`config.mk`:
```
export PLATFORM = sky130hd
export DESIGN_NAME = vtpc_ram
export DESIGN_NICKNAME = d
export VERILOG_FILES = /design/src/hdl/vtpc_ram.sv
export SDC_FILE = /design/constraint.sdc
export NUM_CORES = 1
export LEC_CHECK = 0
export BUFFER_PORTS_ARGS = -buffer_cell sky130_fd_sc_hd__buf_4
export CORE_UTILIZATION = 50
export CTS_BUF_LIST = sky130_fd_sc_hd__clkbuf_4
export DETAILED_ROUTE_END_ITERATION = 8
export PLACE_DENSITY_LB_ADDON = 0.12
export SETUP_SLACK_MARGIN = 0.3
export SLEW_MARGIN = 15
export SYNTH_ARGS = -nofsm -noshare
export SYNTH_HDL_FRONTEND = slang
export SYNTH_SLANG_ARGS = --single-unit
```
`constraint.sdc`:
```
create_clock -name clk -period 2.1 [get_ports clk]
set_input_delay 0 -clock clk [delete_from_list [all_inputs] [get_ports clk]]
set_output_delay 0 -clock clk [all_outputs]
set_load 0.005 [all_outputs]
```
`src/hdl/vtpc_ram.sv`:
```
// ----------------------------------------------------------------------------
// vtpc_ram
// Generic simple dual-port RAM with a registered, enabled read.
// ----------------------------------------------------------------------------
module vtpc_ram #(
  parameter int WIDTH = 8,
  parameter int DEPTH = 16
) (
  input  logic                                     clk,
  input  logic                                     we,
  input  logic [(DEPTH > 1 ? $clog2(DEPTH) : 1)-1:0] waddr,
  input  logic [WIDTH-1:0]                         wdata,
  input  logic                                     re,
  input  logic [(DEPTH > 1 ? $clog2(DEPTH) : 1)-1:0] raddr,
  output logic [WIDTH-1:0]                         rdata
);

  logic [WIDTH-1:0] mem [DEPTH];

  always_ff @(posedge clk) begin
    if (we) begin
      mem[waddr] <= wdata;
    end
    if (re) begin
      rdata <= mem[raddr];
    end
  end

endmodule

```
==> implementation parameters <==
Parameter                              Value

Critical path
  Critical register-to-register path endpoint ... rdata[6]
  CP Launch Point ... mem[11][6]
  Endpoint arrival time on the critical path ... approximately 1.8 ns
  Sort of element at the start of the critical path ... flip-flop
  Peak fanout along the critical path ... 1
  Cell count of the worst reg-to-reg path ... 3
  Launching point of the worst reg2reg path ... mem[11][6]
  Minimum setup slack among reg-to-reg paths ... ~0.58 ns
  Required time of the worst setup path ... approximately 2.3 ns
  Critical path capture point type ... flip-flop
  Worst setup path category ... reg -> reg

STA
  Worst setup skew after layout ... between 0.02 and 0.025 ns
  Final-report setup violation count ... 0
  Fmax ... approximately 0.66 GHz
  Actual transition at the worst max-transition pin ... approximately 0.66 ns
  Final worst path period share ... 0.7252
  Setup repair after global routing missed its margin ... no
  Total Negative Setup Slacks ... 0 ns
  Final-report hold violation count ... 0
  Time the worst path needs with I/O delays and setup ... around 1.5 ns
  Headroom to the max-slew limit ... 0.5603
  Final Slew Violations ... 0

Detailed routing
  WL per Instance ... about 23 um
  Post-DR vias/cell ... ~5.6
  Violation count after the first detailed-routing iteration ... 170
  Count of vias placed by the detailed router ... around 2500
  Routed Antenna Nets ... 0
  Total length of routed wires ... slightly below 10000 um
  # DRC ... 0
  Detailed-router iteration count before antenna repair ... 4

Yosys
  Synthesized netlist cell count ... between 200 and 250
  Largest family of logic cells by synthesized area ... multiplexers
  Parity-gate share of the synthesized area counting xor and xnor cells ... 0
  Multiplexer fraction of the synthesized cell area ... 0.1479
  Post-synthesis cell area ... between 5000 and 6000 um^2
  Synthesized-area fraction occupied by ao, oa, aoi and oai cells ... 0.02298
  Synthesis-stage register bit count ... between 100 and 150
  Synth Area in Simple Gates ... 0.03135
  Total nets after synthesis ... about 250
  Count of yosys warnings during synthesis ... 0
  Post-synthesis adder-cell area fraction ... 0
  Count of different cell masters after synthesis ... 18
  Post-Synthesis Mean Instance Area ... approximately 23 um^2
  Part of the Yosys area used for sequential elements ... 0.7812

Die
  Effective utilization at floorplan ... 0.5251
  Area of the core ... between 9000 and 10000 um^2
  Number of placement rows ... 36
  Chip Height ... roughly 100 um
  Die extent in x ... between 100 and 150 um
  Total Die Area ... 10870 um^2
  Top-level port count ... 27

Power and ir drop
  Worst ir drop on vdd ... about 0.47 mV
  Total power ... roughly 5200 uW
  Cell area power density ... 861.1 nW/um^2
  Leakage ... 0.002060 uW

Clock network
  Worst-skew pair later-pin latency ... around 0.51 ns
  Max Buffers Root-to-Sink ... 2
  Num Clock Sinks ... between 100 and 150
  Worst-path clk slew ... ~0.11 ns
  Number of cells upsized or downsized after cts ... 0
  Number of CTS-inserted buffers ... 17
  CTS Root Buffer Type ... sky130_fd_sc_hd__clkbuf_4
  CTS tree ... built
  H-Tree Depth ... 4

Placed design
  Global placement routability congestion ... between 0.6 and 0.7
  Hpwl dp ... ~6000 um
  Count of port buffers added during placement ... 26

Global route
  Antenna violations before repair ... 0
  Vias in the first global route ... around 2500
  GRT Total Usage ... 0.2036
  Sum of overflow across all layers after global routing ... 0
  Global-route wire length before repair ... ~15000 um
  Maximum number of pins on one net before global-route repair ... 33

Cells and area
  Final antenna diode count ... 0
  Synth-to-layout area growth ... 16.44%
  Nets ... roughly 310
  Share of final-layout standard cells stronger than drive strength 1 ... 0.3062
  Number of fill cells ... 710

Hold path
  Terminating pin of the worst hold path ... mem[2][2]
  Worst hold path depth ... 4
  Hold wc startpoint ... waddr[2]
  HP Class ... in -> reg

Run
  Max Cap Viol ... 0

Status
  Run status ... completed
==> logic make-up (layout without fill, tap and decap cells) <==
| logic type | count (synthesis) | after routing |
|---|---|---|
| compound gates | 16 | 16 |
| buf+inv | 10 | 88 |
| flops | 136 | 136 |
| mux | 32 | 32 |
| simple gates | 35 | 35 |
==> per-layer routing <==
| layer | share of wire | up-vias | GRT usage | wire (um) |
|---|---|---|---|---|
| met5 | 0 | - | 0 | 0 |
| met3 | 0.060 | 10 | 0.06391 | 598 |
| met2 | 0.50 | 93 | 0.3076 | 4910 |
| met1 | 0.43 | 1255 | 0.2814 | 4304 |
| met4 | 0.010 | 0 | 0.07449 | 102 |
| li1 | - | 1115 | - | - |
==> flip-flops by register name, summed over array words and instances (netlist names) <==
register  cells
mem         128
rdata         8
==> what timing repair did <==
action                                  4_1_cts  5_1_grt
hold endpoints to repair                    168        0
endpoints found under the setup margin        0        0
hold buffers                                 12        0
buffers inserted                              0        0
==> through the flow <==
step           std cells  area (um^2)  worst slack [ns]  hold WS, ns    util
2_1_floorplan        229         5228            0.6071      0.09887       -
4_1_cts              440         6087            0.5373      0.07202  0.6115
3_5_place_dp         396         5650            0.4612       0.3194  0.5676
5_1_grt              440         6087            0.5467      0.06804  0.6115
6_report             440         6087            0.5770       0.1228  0.6115
3_3_place_gp         396         5650            0.4988       0.3094  0.5676
==> layout by cell type, fill, tap and decap left out, types with 4 or more instances in the layout <==
cell and n:
sky130_fd_sc_hd__buf_4 43, sky130_fd_sc_hd__nand2_1 9, sky130_fd_sc_hd__mux4_2 18, sky130_fd_sc_hd__nor3_1 4
sky130_fd_sc_hd__nor2_1 13, sky130_fd_sc_hd__a22oi_1 16, sky130_fd_sc_hd__edfxtp_1 136, sky130_fd_sc_hd__bufinv_16 4
sky130_fd_sc_hd__mux4_1 14, sky130_fd_sc_hd__clkinv_2 4, sky130_fd_sc_hd__clkbuf_4 22, sky130_fd_sc_hd__dlygate4sd3_1 12
==> where the power goes <==
| group | total [uW] | switching [uW] | internal, uW | leakage (uW) |
|---|---|---|---|---|
| clock | 1870 | 867 | 1000 | 0.000175 |
| combinational | 304 | 158 | 146 | 0.000649 |
| sequential | 3070 | 16.5 | 3050 | 0.00124 |
==> critical path, stage by stage (launching register included) <==
cell and delay (ns):
sky130_fd_sc_hd__edfxtp_1 0.38, sky130_fd_sc_hd__mux4_2 0.47, sky130_fd_sc_hd__a22oi_1 0.32, sky130_fd_sc_hd__nand2_1 0.10
==> layout make-up <==
type,count,area [um^2],share of cell area
clock inverters,10,151.4,0.02487
clock buffers,22,165.2,0.02713
multi-input cells,83,1057,0.1737
repair buffers,56,462.9,0.07605
well taps,133,166.4,0.02734
flip-flops and latches,136,4084,0.6709
==> cells in the mapped netlist <==
library cell                      instances  share of area
sky130_fd_sc_hd__mux4_2                  18          0.078
sky130_fd_sc_hd__or3b_2                   1         0.0017
sky130_fd_sc_hd__nand3b_1                 2         0.0029
sky130_fd_sc_hd__clkdlybuf4s25_2          3         0.0057
sky130_fd_sc_hd__nor2_1                  13         0.0093
sky130_fd_sc_hd__buf_4                    1         0.0014
sky130_fd_sc_hd__mux4_1                  14          0.070
sky130_fd_sc_hd__nand2b_1                 2         0.0024
sky130_fd_sc_hd__nand3_1                  1        0.00096
sky130_fd_sc_hd__and2_1                   1         0.0012
sky130_fd_sc_hd__nor2b_1                  1         0.0012
sky130_fd_sc_hd__buf_2                    3         0.0029
sky130_fd_sc_hd__and2b_1                  1         0.0014
sky130_fd_sc_hd__edfxtp_1               136           0.78
sky130_fd_sc_hd__a22oi_1                 16          0.023
sky130_fd_sc_hd__nor3_1                   4         0.0038
sky130_fd_sc_hd__buf_6                    3         0.0065
sky130_fd_sc_hd__nand2_1                  9         0.0065
==> worst max path at each step <==
stage                            to  cells past startpoint
after floorplan           mem[0][0]                      2
after global placement     rdata[7]                      5
after detailed placement   rdata[6]                      5
after CTS                  rdata[6]                      3
after global routing       rdata[6]                      3
final                      rdata[6]                      3
Power figures use the tool's default switching activity.
